File: config.mk
export PLATFORM = sky130hd
export DESIGN_NAME = filename_percent_encoder_top
export DESIGN_NICKNAME = d
export VERILOG_FILES = /design/src/hdl/fpe_pkg.sv /design/src/hdl/filename_percent_encoder_top.sv /design/src/hdl/fpe_front.sv /design/src/hdl/fpe_queue.sv /design/src/hdl/fpe_back.sv
export SDC_FILE = /design/constraint.sdc
export NUM_CORES = 1
export LEC_CHECK = 0
export ABC_AREA = 1
export BUFFER_PORTS_ARGS = -buffer_cell sky130_fd_sc_hd__buf_2
export CORE_ASPECT_RATIO = 1.75
export CORE_MARGIN = 2
export CORE_UTILIZATION = 57
export CTS_BUF_LIST = sky130_fd_sc_hd__clkbuf_16
export CTS_CLUSTER_SIZE = 8
export DETAILED_ROUTE_END_ITERATION = 8
export GPL_ROUTABILITY_DRIVEN = 1
export PLACE_DENSITY = 0.74
export SYNTH_ARGS = -nofsm -noshare
export SYNTH_HDL_FRONTEND = slang
export SYNTH_SLANG_ARGS = --single-unit
export TNS_END_PERCENT = 10
File: constraint.sdc
create_clock -name clock -period 6 [get_ports clock]
set_clock_uncertainty 0.15 [all_clocks]
set_input_delay 1.2 -clock clock [delete_from_list [all_inputs] [get_ports clock]]
set_output_delay 1.2 -clock clock [all_outputs]
set_load 0.02 [all_outputs]
File: src/hdl/fpe_pkg.sv
// ----------------------------------------------------------------------------
// fpe_pkg: shared types and constants of the filename percent encoder
// Payload structs, job struct between front and back, escape table, helpers.
// ----------------------------------------------------------------------------
package fpe_pkg;

   typedef struct packed {
      logic [15:0] code_unit;
      logic        string_last;
   } req_type;

   typedef struct packed {
      logic [15:0] out_unit;
      logic        run_end;
      logic        string_end;
   } rsp_type;

   // one code unit with its escape decision
   typedef struct packed {
      logic [15:0] unit;
      logic        esc;
   } enc_type;

   // all encodings caused by one input item
   typedef struct packed {
      enc_type first;
      logic    second_valid;
      enc_type second;
      logic    string_end;
   } job_type;

   // escape marks for ascii codes, bit n marks code n
   localparam logic [127:0] ESC_TABLE = {64'h9000000010000000, 64'hD4008425FFFFFFFF};

   localparam logic [15:0] CHAR_PERCENT = 16'h0025;
   localparam logic [15:0] CHAR_PLUS    = 16'h002B;
   localparam logic [15:0] CHAR_ZERO    = 16'h0030;
   localparam logic [15:0] CHAR_UPPER_A = 16'h0041;

   function automatic logic is_lead(input logic [15:0] u);
      return u[15:10] == 6'b110110;
   endfunction

   function automatic logic is_trail(input logic [15:0] u);
      return u[15:10] == 6'b110111;
   endfunction

   function automatic logic must_escape(input logic [15:0] u, input logic [15:0] prev,
                                        input logic [15:0] next);
      logic result;
      if (u[15:7] == 9'd0) begin
         result = ESC_TABLE[u[6:0]];
      end else begin
         result = (is_lead(u) && !is_trail(next)) || (is_trail(u) && !is_lead(prev));
      end
      return result;
   endfunction

   function automatic logic [15:0] hex_digit(input logic [3:0] v);
      logic [15:0] result;
      if (v < 4'd10) begin
         result = CHAR_ZERO + {12'd0, v};
      end else begin
         result = CHAR_UPPER_A + {12'd0, v} - 16'd10;
      end
      return result;
   endfunction

endpackage

File: src/hdl/filename_percent_encoder_top.sv
// ----------------------------------------------------------------------------
// filename_percent_encoder_top: filename-safe escaping of a utf-16 stream
// Takes one code unit per transfer and gives the escaped unit stream.
// ----------------------------------------------------------------------------
// usage
//   req side: a queue write port; a unit transfers when req_push is high and
//     req_full is low; string_last marks the final unit of a string
//   rsp side: a queue read port; the oldest result sits on rsp_data while
//     rsp_empty is low and transfers when rsp_pop is high
//   each unit is held until the next one arrives, so the first unit of a
//     string gives nothing until its successor (or string_last) comes in
//   a result passes a queue slot, the job register and the output register
//   throughput: one unit per cycle while units pass unchanged and the receiver
//     keeps up; an escaped unit becomes 3 output units (narrow) or 6 (wide),
//     which the back end emits one per cycle
//   the job queue of QUEUE_DEPTH entries lets the front keep taking units
//     while the back drains; req_full rises once it fills
//   when the receiver stalls, the output register holds and the queue fills
//   reset clears the held unit, the queue and the output register
// ----------------------------------------------------------------------------
module filename_percent_encoder_top #(
   parameter int QUEUE_DEPTH = 4
) (
   input  logic             clock,
   input  logic             reset,
   input  logic             req_push,
   input  fpe_pkg::req_type req_data,
   output logic             req_full,
   output logic             rsp_empty,
   input  logic             rsp_pop,
   output fpe_pkg::rsp_type rsp_data
);

   // jobs from front to back
   logic             job_push;
   logic             job_full;
   fpe_pkg::job_type job_in_data;
   logic             job_pop;
   logic             job_empty;
   fpe_pkg::job_type job_out_data;

   // front: holds one unit back and decides escaping with both neighbors
   fpe_front u_front (
      .clock    (clock),
      .reset    (reset),
      .req_push (req_push),
      .req_data (req_data),
      .req_full (req_full),
      .job_full (job_full),
      .job_push (job_push),
      .job_data (job_in_data)
   );

   // queue decouples classification from expansion
   fpe_queue #(
      .DEPTH (QUEUE_DEPTH)
   ) u_queue (
      .clock     (clock),
      .reset     (reset),
      .push      (job_push),
      .push_data (job_in_data),
      .full      (job_full),
      .pop       (job_pop),
      .pop_data  (job_out_data),
      .empty     (job_empty)
   );

   // back: expands escapes into percent sequences
   fpe_back u_back (
      .clock     (clock),
      .reset     (reset),
      .job_empty (job_empty),
      .job_data  (job_out_data),
      .job_pop   (job_pop),
      .rsp_empty (rsp_empty),
      .rsp_pop   (rsp_pop),
      .rsp_data  (rsp_data)
   );

   // front never writes into a full queue
   assert property (@(posedge clock) disable iff (reset) job_push |-> !job_full)
      else $error("job written into full queue");

   // back never takes a job from an empty queue
   assert property (@(posedge clock) disable iff (reset) job_pop |-> !job_empty)
      else $error("job taken from empty queue");

   // no result is offered right after reset
   assert property (@(posedge clock) reset |=> rsp_empty)
      else $error("result offered after reset");

   // a string never ends in the middle of a unit's expansion
   assert property (@(posedge clock) disable iff (reset)
      (!rsp_empty && rsp_data.string_end) |-> rsp_data.run_end)
      else $error("string end without run end");

endmodule

File: src/hdl/fpe_front.sv
// ----------------------------------------------------------------------------
// fpe_front: input stage of the filename percent encoder
// Holds one unit back, remembers the prior unit, classifies and queues jobs.
// ----------------------------------------------------------------------------
module fpe_front (
   input  logic             clock,
   input  logic             reset,
   input  logic             req_push,
   input  fpe_pkg::req_type req_data,
   output logic             req_full,
   input  logic             job_full,
   output logic             job_push,
   output fpe_pkg::job_type job_data
);

   logic        pending_valid_ff, pending_valid_in;
   logic [15:0] pending_unit_ff, pending_unit_in;
   logic [15:0] prior_unit_ff, prior_unit_in;
   logic        accept;

   assign req_full = job_full;
   assign accept   = req_push && !job_full;

   always_comb begin
      job_data.string_end = req_data.string_last;
      if (pending_valid_ff) begin
         job_data.first.unit    = pending_unit_ff;
         job_data.first.esc     = fpe_pkg::must_escape(pending_unit_ff, prior_unit_ff,
                                                       req_data.code_unit);
         job_data.second_valid  = req_data.string_last;
         job_data.second.unit   = req_data.code_unit;
         job_data.second.esc    = fpe_pkg::must_escape(req_data.code_unit, pending_unit_ff,
                                                       16'd0);
      end else begin
         job_data.first.unit    = req_data.code_unit;
         job_data.first.esc     = fpe_pkg::must_escape(req_data.code_unit, prior_unit_ff,
                                                       16'd0);
         job_data.second_valid  = 1'b0;
         job_data.second.unit   = req_data.code_unit;
         job_data.second.esc    = 1'b0;
      end
   end

   // first unit of a multi-unit string yields nothing yet
   assign job_push = accept && (pending_valid_ff || req_data.string_last);

   always_comb begin
      pending_valid_in = pending_valid_ff;
      pending_unit_in  = pending_unit_ff;
      prior_unit_in    = prior_unit_ff;
      if (accept) begin
         if (req_data.string_last) begin
            pending_valid_in = 1'b0;
            pending_unit_in  = 16'd0;
            prior_unit_in    = 16'd0;
         end else begin
            if (pending_valid_ff) begin
               prior_unit_in = pending_unit_ff;
            end
            pending_valid_in = 1'b1;
            pending_unit_in  = req_data.code_unit;
         end
      end
   end

   always_ff @(posedge clock) begin
      if (reset) begin
         pending_valid_ff <= 1'b0;
         pending_unit_ff  <= 16'd0;
         prior_unit_ff    <= 16'd0;
      end else begin
         pending_valid_ff <= pending_valid_in;
         pending_unit_ff  <= pending_unit_in;
         prior_unit_ff    <= prior_unit_in;
      end
   end

endmodule

File: src/hdl/fpe_queue.sv
// ----------------------------------------------------------------------------
// fpe_queue: job queue between front and back
// Small circular buffer of jobs with a fill count.
// ----------------------------------------------------------------------------
module fpe_queue #(
   parameter int DEPTH = 4
) (
   input  logic             clock,
   input  logic             reset,
   input  logic             push,
   input  fpe_pkg::job_type push_data,
   output logic             full,
   input  logic             pop,
   output fpe_pkg::job_type pop_data,
   output logic             empty
);

   localparam int AW = (DEPTH > 1) ? $clog2(DEPTH) : 1;
   localparam int CW = $clog2(DEPTH + 1);

   fpe_pkg::job_type slots_ff [DEPTH];
   logic [AW-1:0] wr_ptr_ff, wr_ptr_in;
   logic [AW-1:0] rd_ptr_ff, rd_ptr_in;
   logic [CW-1:0] count_ff, count_in;
   logic          do_push, do_pop;

   assign full     = count_ff == CW'(DEPTH);
   assign empty    = count_ff == '0;
   assign do_push  = push && !full;
   assign do_pop   = pop && !empty;
   assign pop_data = slots_ff[rd_ptr_ff];

   always_comb begin
      wr_ptr_in = wr_ptr_ff;
      rd_ptr_in = rd_ptr_ff;
      count_in  = count_ff;
      if (do_push) begin
         wr_ptr_in = (wr_ptr_ff == AW'(DEPTH - 1)) ? '0 : wr_ptr_ff + 1'b1;
      end
      if (do_pop) begin
         rd_ptr_in = (rd_ptr_ff == AW'(DEPTH - 1)) ? '0 : rd_ptr_ff + 1'b1;
      end
      if (do_push && !do_pop) begin
         count_in = count_ff + 1'b1;
      end else if (do_pop && !do_push) begin
         count_in = count_ff - 1'b1;
      end
   end

   always_ff @(posedge clock) begin
      if (do_push) begin
         slots_ff[wr_ptr_ff] <= push_data;
      end
   end

   always_ff @(posedge clock) begin
      if (reset) begin
         wr_ptr_ff <= '0;
         rd_ptr_ff <= '0;
         count_ff  <= '0;
      end else begin
         wr_ptr_ff <= wr_ptr_in;
         rd_ptr_ff <= rd_ptr_in;
         count_ff  <= count_in;
      end
   end

endmodule

File: src/hdl/fpe_back.sv
// ----------------------------------------------------------------------------
// fpe_back: output stage of the filename percent encoder
// Expands jobs to output units in an output register, one per unstalled cycle.
// ----------------------------------------------------------------------------
module fpe_back (
   input  logic             clock,
   input  logic             reset,
   input  logic             job_empty,
   input  fpe_pkg::job_type job_data,
   output logic             job_pop,
   output logic             rsp_empty,
   input  logic             rsp_pop,
   output fpe_pkg::rsp_type rsp_data
);

   fpe_pkg::job_type cur_ff, cur_in;
   logic             cur_valid_ff, cur_valid_in;
   logic             sel_ff, sel_in;
   logic [2:0]       pos_ff, pos_in;
   fpe_pkg::rsp_type out_ff, out_in;
   logic             out_valid_ff, out_valid_in;

   fpe_pkg::enc_type enc;
   logic [2:0]       last_pos;
   logic             last_of_enc, last_of_job, out_ready, advance;
   logic [15:0]      unit_char;

   assign enc       = sel_ff ? cur_ff.second : cur_ff.first;
   assign out_ready = !out_valid_ff || rsp_pop;
   assign advance   = cur_valid_ff && out_ready;

   always_comb begin
      if (!enc.esc) begin
         last_pos = 3'd0;
      end else if (enc.unit[15:8] == 8'd0) begin
         last_pos = 3'd2;
      end else begin
         last_pos = 3'd5;
      end
   end

   assign last_of_enc = pos_ff == last_pos;
   assign last_of_job = last_of_enc && (sel_ff || !cur_ff.second_valid);

   // '%' then two digits, or '%' '+' then four digits
   always_comb begin
      unit_char = enc.unit;
      if (enc.esc) begin
         if (enc.unit[15:8] == 8'd0) begin
            case (pos_ff)
               3'd0:    unit_char = fpe_pkg::CHAR_PERCENT;
               3'd1:    unit_char = fpe_pkg::hex_digit(enc.unit[7:4]);
               default: unit_char = fpe_pkg::hex_digit(enc.unit[3:0]);
            endcase
         end else begin
            case (pos_ff)
               3'd0:    unit_char = fpe_pkg::CHAR_PERCENT;
               3'd1:    unit_char = fpe_pkg::CHAR_PLUS;
               3'd2:    unit_char = fpe_pkg::hex_digit(enc.unit[15:12]);
               3'd3:    unit_char = fpe_pkg::hex_digit(enc.unit[11:8]);
               3'd4:    unit_char = fpe_pkg::hex_digit(enc.unit[7:4]);
               default: unit_char = fpe_pkg::hex_digit(enc.unit[3:0]);
            endcase
         end
      end
   end

   always_comb begin
      cur_in       = cur_ff;
      cur_valid_in = cur_valid_ff;
      sel_in       = sel_ff;
      pos_in       = pos_ff;
      job_pop      = 1'b0;
      out_in       = out_ff;
      out_valid_in = out_valid_ff && !rsp_pop;
      if (advance) begin
         out_valid_in        = 1'b1;
         out_in.out_unit     = unit_char;
         out_in.run_end      = last_of_job;
         out_in.string_end   = last_of_job && cur_ff.string_end;
         if (last_of_enc) begin
            sel_in = 1'b1;
            pos_in = 3'd0;
         end else begin
            pos_in = pos_ff + 3'd1;
         end
      end
      // load next job when idle or finishing the current one
      if (!cur_valid_ff || (advance && last_of_job)) begin
         job_pop      = !job_empty;
         cur_valid_in = !job_empty;
         cur_in       = job_data;
         sel_in       = 1'b0;
         pos_in       = 3'd0;
      end
   end

   assign rsp_empty = !out_valid_ff;
   assign rsp_data  = out_ff;

   always_ff @(posedge clock) begin
      cur_ff <= cur_in;
      out_ff <= out_in;
   end

   always_ff @(posedge clock) begin
      if (reset) begin
         cur_valid_ff <= 1'b0;
         sel_ff       <= 1'b0;
         pos_ff       <= 3'd0;
         out_valid_ff <= 1'b0;
      end else begin
         cur_valid_ff <= cur_valid_in;
         sel_ff       <= sel_in;
         pos_ff       <= pos_in;
         out_valid_ff <= out_valid_in;
      end
   end

endmodule
==> reports/summary.log, run 1 <==
[finish] Register Area 6688 sq um
[cts] Clock transition at path regs 50 ps
[cts] total clock sinks 235
[detailed_routing] Post-Route WL 24.45 mm
[cts] CTS Root Buffer Type clkbuf_16
[cts] Setup Fix Bufs, Post-CTS 0
[place] number of cells after detailed placement 1328
[logic_synthesis] Yosys cell types 43
[finish] number of standard cells in the layout, taps in and fillers out 1386
[finish] proportion of layout cells with a drive suffix above 1 11.41%
[floorplan] Ports 41
[finish] Post-layout nets 1178
[cts] total of cells resized after clock tree synthesis 0
[logic_synthesis] share of the yosys chip area belonging to registers 61.84%
[hold_path] worst min-delay path class reg2reg
[detailed_routing] average wire length per cell after detail routing 17.64 microns
[worst_setup_path] Worst Setup End Kind flop
[logic_synthesis] arithmetic-cell share of the synthesized area counting full adders, half adders and majority gates 3.541%
[detailed_routing] detailed router's first-iteration violation count 661
[floorplan] floorplan row count 66
[logic_synthesis] proportion of synthesized flip-flops having asynchronous set or reset 0%
[timing] Worst Hold Slack 315.2 ps
[power_and_ir_drop] peak supply drop 0.0003840 V
[place] IO buf count 40
[floorplan] placeable core area 18580 sq um
[worst_setup_path] critical path launch point type flop
[finish] P&R area growth vs syn 13.25%
[cts] largest buffer count on any clock path 3
[grt] Remaining Overflow, GRT 0
[logic_synthesis] Post-synth EDFFs 198
[grt] pin count of the biggest net entering global routing 77
[worst_setup_path] worst stage delay on the critical path 550 ps
[cts] CTS tree yes
[detailed_routing] via density per instance 5.634
[timing] RSZ-0062 raised after global routing no
[timing] relative slew slack 23.21%
[logic_synthesis] portion of netlist area occupied by mux cells 0%
[timing] final worst-path cycle share 67.87%
[grt] global-route wire length before repair 37.76 mm
[worst_setup_path] Worst Path Required 6220 ps
[logic_synthesis] Post-Synthesis Cell Area 10810 sq um
[timing] highest achievable clock rate 245.6 MHz
[grt] number of global-route vias before repair 7502
[cts] Clock Latency Late Sink 500 ps
[logic_synthesis] average cell area after synthesis 10.02 sq um
[grt] number of antenna violations at the first check in global routing 0
[power_and_ir_drop] Total Power Consumption 6.158 mW
[place] Final Wtd Congestion 0.9396
[cts] number of hold buffers added after cts 0
[worst_setup_path] largest fanout on the critical path 42
[floorplan] Die Outline Area 20130 sq um
[worst_setup_path] cell type of the slowest stage on the worst timing path nand2_1
[detailed_routing] routed vias 7809
[logic_synthesis] dominant combinational cell family by area after synthesis simple AND/OR/NAND/NOR gates
[finish] commonest non-fill, non-tap cell in the layout nand2_1
[detailed_routing] iteration count of the initial detailed-routing pass 5
[logic_synthesis] number of register bits inferred by synthesis 235
[logic_synthesis] area fraction in and, or, nand and nor cells after synthesis 18.78%
[timing] accumulated negative setup slack 0 ps
[status] result of the run finished clean
[floorplan] Die Ht 186.2 microns
[place] HPWL after detailed placement 16.58 mm
[detailed_routing] Routed Antenna Nets 0
[floorplan] width of the die 108.1 microns
[logic_synthesis] Synth Area in Compound Gates 10.72%
[timing] total count of hold-check failures in the final report 0
[finish] number of antenna cells inserted 0
[worst_setup_path] crit-path most repeated cell nand2_1
[cts] total clock buffers created by CTS 35
[logic_synthesis] Synthesized Nets 1130
[cts] count of H-tree levels built during CTS 2
[power_and_ir_drop] cell area power density 502.8 nW/um^2
[floorplan] starting utilization of the core area 58.20%
[logic_synthesis] Mapped Cells 1079
[logic_synthesis] xor/xnor cell area share of the yosys netlist 0.1620%
[logic_synthesis] Yosys warning total 0
[finish] commonest non-fill, non-tap cells in the layout nand2_1 (226), edfxtp_1 (198), inv_1 (113), nor2_1 (113), o21ai_0 (110)
[finish] count of fill cells added during filler insertion 1428
[timing] Final Critical Period 4072 ps
[worst_setup_path] Setup Crit Path Kind reg2reg
[finish] area of the multi-input gates 3620 sq um
[worst_setup_path] critical-path cell list inv_2, nand2_1, nand2_1, inv_2, nor2_1, nand2_1, a21oi_2, nand4_2, nand2_4, nand2_2, ha_1, inv_1, fa_1, o21ai_0, a21oi_1
[timing] Pins Over Slew Limit 0
[worst_setup_path] arrival time reported for the critical path endpoint 4300 ps
[logic_synthesis] top flip-flop cell by instance count after synthesis edfxtp_1
[timing] Least-Margin Pin Slew 1149 ps
[timing] Setup violations, final 0
[run] number of max-cap violations 0
[power_and_ir_drop] leakage power of the design 4.832 nW
[detailed_routing] DRC violation count after routing 0
[grt] total routing usage reported by global routing 24.97%
layout make-up:
class	instances	area share [%]
Clock buffer	36	7.357
Clock inverter	22	0.8481
Inverter	98	3.004
Multi-Input combinational cell	708	29.56
Sequential cell	235	54.61
Tap cell	238	2.432
Timing Repair Buffer	49	2.187
cell usage after synthesis, types with 3 or more instances:
cell      number  area (sq um)
nand2_1      226         848.3
edfxtp_1     198          5946
nor2_1       117         439.2
o21ai_0      110         550.5
inv_1         94         352.8
nand3_1       68         340.3
a21oi_1       37         185.2
dfxtp_1       37         740.7
o22ai_1       36         225.2
ha_1          29         362.9
clkbuf_1      26         97.59
nand2_2       18         112.6
nand4_1       11         68.82
buf_1          6         22.52
nor4_1         6         37.54
nand3b_1       5         37.54
o21ai_1        5         25.02
a31oi_1        4         25.02
nand2_4        4         45.04
o211ai_1       4         30.03
a21oi_2        3         26.28
buf_2          3         15.01
buf_6          3         33.78
nor3_1         3         15.01
final timing paths:
kind / startpoint / endpoint / slack (ps) / cells after the start
worst max-delay path: u_back.sel_ff / u_queue.count_ff[1] / 1930 / 15
worst min-delay path: u_front.prior_unit_ff[11] / u_front.prior_unit_ff[11] / 320 / 2
worst max register to register: u_back.sel_ff / u_queue.count_ff[1] / 1930 / 15
worst min register to register: u_front.prior_unit_ff[11] / u_front.prior_unit_ff[11] / 320 / 2
flip-flops by register name (all words and copies together), names as in the netlist, named ones only:
register,cells
u_back.cur_valid_ff,1
u_back.cur_ff,36
u_back.pos_ff,3
u_queue.count_ff,3
u_front.prior_unit_ff,6
u_queue.rd_ptr_ff,2
u_queue.wr_ptr_ff,2
u_back.out_valid_ff,1
u_front.pending_valid_ff,1
u_back.sel_ff,1
u_front.pending_unit_ff,16
u_back.rsp_data,18
u_queue.slots_ff,144
power breakdown:
part           switching, mW  internal (mW)  total [mW]
registers              0.108           2.18        2.29
logic                   1.54          0.600        2.14
clock network          0.658           1.07        1.73
metal layers:
| metal | track usage (%) | vias to the layer above | part of all wire (%) |
|---|---|---|---|
| li1 | - | 3826 | - |
| met1 | 25.79 | 3669 | 35 |
| met2 | 48.35 | 250 | 56 |
| met3 | 3.275 | 64 | 4.4 |
| met4 | 12.51 | 0 | 4.6 |
| met5 | 0 | - | 0 |
metrics by stage:
stage	instance area, sq um	setup WS (ps)	util [%]
finish	12250	1928	65.91
global route	12250	1513	65.91
CTS	12250	1901	65.91
detailed placement	11240	1785	60.50
global placement	11240	1884	60.50
floorplan	10810	2098	-
critical path: cells and delay by family (launching register included):
kind	cells	cell delay [ps]
AND/OR/NAND/NOR	7	1530
buffers and inverters	3	710
adder cells (fa/ha/maj)	2	650
flip-flops	1	510
AO/OA/AOI/OAI	3	390
kinds of logic after synthesis:
group                      count (synthesis)
adders and majority gates                 30
AOI/OAI and AO/OA                        209
xor gates and xnor gates                   2
DFF                                      235
and+or+nand+nor                          467
buffers and inverters                    136
Note: power is estimated with default switching activity, not from simulation.
==> run 2: changes to the inputs <==
CORE_UTILIZATION = 56   (was 57)
PLACE_DENSITY = 0.76   (was 0.74)
clock period = 3.3 ns   (was 6 ns; I/O delays follow)
==> reports/summary.log, run 2 (synthesized netlist as in run 1, its figures left out) <==
[worst_setup_path] critical path buffer and inverter count 4
[grt] global-route wire length before repair 39.59 mm
[grt] number of global-route vias before repair 7885
[worst_setup_path] critical-path cell list inv_4, nand2_1, nand2_1, inv_1, ha_1, nand2_1, inv_1, nand3_4, nand2_1, a21oi_2, nand4_2, nand2_4, nand2_2, ha_1, inv_1, fa_1, o21ai_0, a21oi_1
[timing] Final Critical Period 2989 ps
[timing] Least-Margin Pin Slew 849.0 ps
[place] Post-Place Cell Area 11400 sq um
[grt] pin count of the biggest net entering global routing 76
[floorplan] Die Outline Area 20480 sq um
[timing] Pins Over Slew Limit 0
[detailed_routing] Routed Antenna Nets 0
[power_and_ir_drop] leakage power of the design 4.925 nW
[cts] largest buffer count on any clock path 3
[grt] Remaining Overflow, GRT 0
[run] number of max-cap violations 0
[worst_setup_path] Reg2Reg Capture Point u_queue.count_ff[1]
[cts] CTS Root Buffer Type clkbuf_16
[worst_setup_path] crit-path most repeated cell nand2_1
[finish] P&R area growth vs syn 14.94%
[worst_setup_path] worst stage delay on the critical path 410 ps
[floorplan] starting utilization of the core area 56.82%
[worst_setup_path] Setup Crit Path Kind reg2reg
[finish] commonest non-fill, non-tap cells in the layout nand2_1 (226), edfxtp_1 (198), inv_1 (113), nor2_1 (113), o21ai_0 (110)
[finish] max FFs per register 144
[finish] Post-layout nets 1192
[timing] relative slew slack 43.05%
[hold_path] endpoint of the worst hold-timing path u_queue.slots_ff[1][11]
[worst_setup_path] arrival time reported for the critical path endpoint 3210 ps
[hold_path] worst min-delay path class in2reg
[cts] total clock buffers created by CTS 35
[finish] number of antenna cells inserted 0
[power_and_ir_drop] cell area power density 915.9 nW/um^2
[timing] final worst-path cycle share 90.57%
[floorplan] placeable core area 19030 sq um
[hold_path] number of cells traversed by the worst hold path 1
[floorplan] floorplan row count 67
[finish] total non-filler cell area in the finished layout 12430 sq um
[detailed_routing] Post-Route WL 25.43 mm
[timing] RSZ-0062 raised after global routing no
[worst_setup_path] launch point of the critical path u_back.sel_ff
[grt] number of antenna violations at the first check in global routing 0
[worst_setup_path] critical path launch point type flop
[finish] commonest non-fill, non-tap cell in the layout nand2_1
[cts] Clock transition at path regs 60 ps
[place] IO buf count 40
[detailed_routing] average wire length per cell after detail routing 18.12 microns
[finish] proportion of layout cells with a drive suffix above 1 12.56%
[grt] total routing usage reported by global routing 25.48%
[worst_setup_path] r2r worst-path depth 18
[floorplan] width of the die 109.0 microns
[cts] total clock sinks 235
[cts] number of hold buffers added after cts 0
[hold_path] Hold Crit Start req_data[10]
[detailed_routing] detailed router's first-iteration violation count 585
[worst_setup_path] startpoint of the worst register-to-register path u_back.sel_ff
[worst_setup_path] reg-to-reg setup timing slack 310 ps
[worst_setup_path] Worst Setup End Kind flop
[detailed_routing] iteration count of the initial detailed-routing pass 5
[status] result of the run finished clean
[timing] total count of hold-check failures in the final report 0
[power_and_ir_drop] peak supply drop 0.0005784 V
[worst_setup_path] Worst Path Required 3520 ps
[detailed_routing] via density per instance 5.731
[cts] Clock Latency Late Sink 500 ps
[cts] count of H-tree levels built during CTS 2
[detailed_routing] routed vias 8041
[cts] CTS tree yes
[floorplan] Die Ht 187.8 microns
[floorplan] Ports 41
[place] HPWL after detailed placement 17.53 mm
[finish] largest reg by FF count u_queue.slots_ff
[worst_setup_path] critical path's top delay family adder cells
[power_and_ir_drop] Total Power Consumption 11.38 mW
[worst_setup_path] largest fanout on the critical path 12
[worst_setup_path] cell type of the slowest stage on the worst timing path fa_1
[timing] highest achievable clock rate 334.6 MHz
[place] Final Wtd Congestion 1.006
[timing] Setup violations, final 0
[detailed_routing] DRC violation count after routing 0
## run 2: per-stage QoR
step / hold WS [ps] / cells / setup WS (ps) / utilization [%] / TNS (ps)
global placement: 298.5 / 1345 / 280.1 / 59.91 / 0
global route: 275.5 / 1403 / 3.402 / 65.31 / 0
finish: 277.0 / 1403 / 311.1 / 65.31 / 0
detailed placement: 306.6 / 1345 / 185.1 / 59.91 / 0
CTS: 264.4 / 1403 / 134.6 / 65.28 / 0
floorplan: 290.2 / 1079 / -61.90 / - / -8913
## run 2: where the power goes
part,internal (mW),leakage (nW),total (mW),switching (mW)
combinational,1.16,2.21,4.02,2.86
sequential,3.97,2.15,4.15,0.186
clock,1.99,0.569,3.21,1.22
total,7.12,4.93,11.4,4.26
## run 2: worst reg2reg max path, delay by kind of cell (launching register included)
kind | cells | cell delay (ps)
adders and majority gates | 3 | 820
and+or+nand+nor | 8 | 720
AOI/OAI and AO/OA | 3 | 400
DFF | 1 | 390
buffers and inverters | 4 | 390
## run 2: what timing repair did
action | CTS | global route
resized for setup | 0 | 3
setup buffers | 0 | 0
setup endpoints to repair | 0 | 2
## run 2: worst max path at each step
stage / endpoint / slack [ps] / depth (start not counted)
5_1_grt: u_queue.count_ff[1] / 3 / 18
3_3_place_gp: u_queue.count_ff[1] / 280 / 15
2_1_floorplan: u_queue.slots_ff[0][0] / -60 / 5
4_1_cts: u_queue.count_ff[1] / 130 / 15
3_5_place_dp: u_queue.count_ff[1] / 190 / 15
6_report: u_queue.count_ff[1] / 310 / 18
## run 2: cell type report
class / count / area [sq um]
sequential: 235 / 6691
multi-input combinational: 708 / 3620
clock buffer: 37 / 925.9
timing repair buffer: 63 / 422.9
inverter: 98 / 370.4
clock inverter: 21 / 96.34
fill: 1427 / 6601
tap: 241 / 301.5
## run 2: metal layers
metal | routed length (microns) | GRT usage, %
met5 | 0 | 0
met4 | 1639 | 15.19
met3 | 1202 | 3.511
met2 | 13840 | 46.68
met1 | 8751 | 26.75
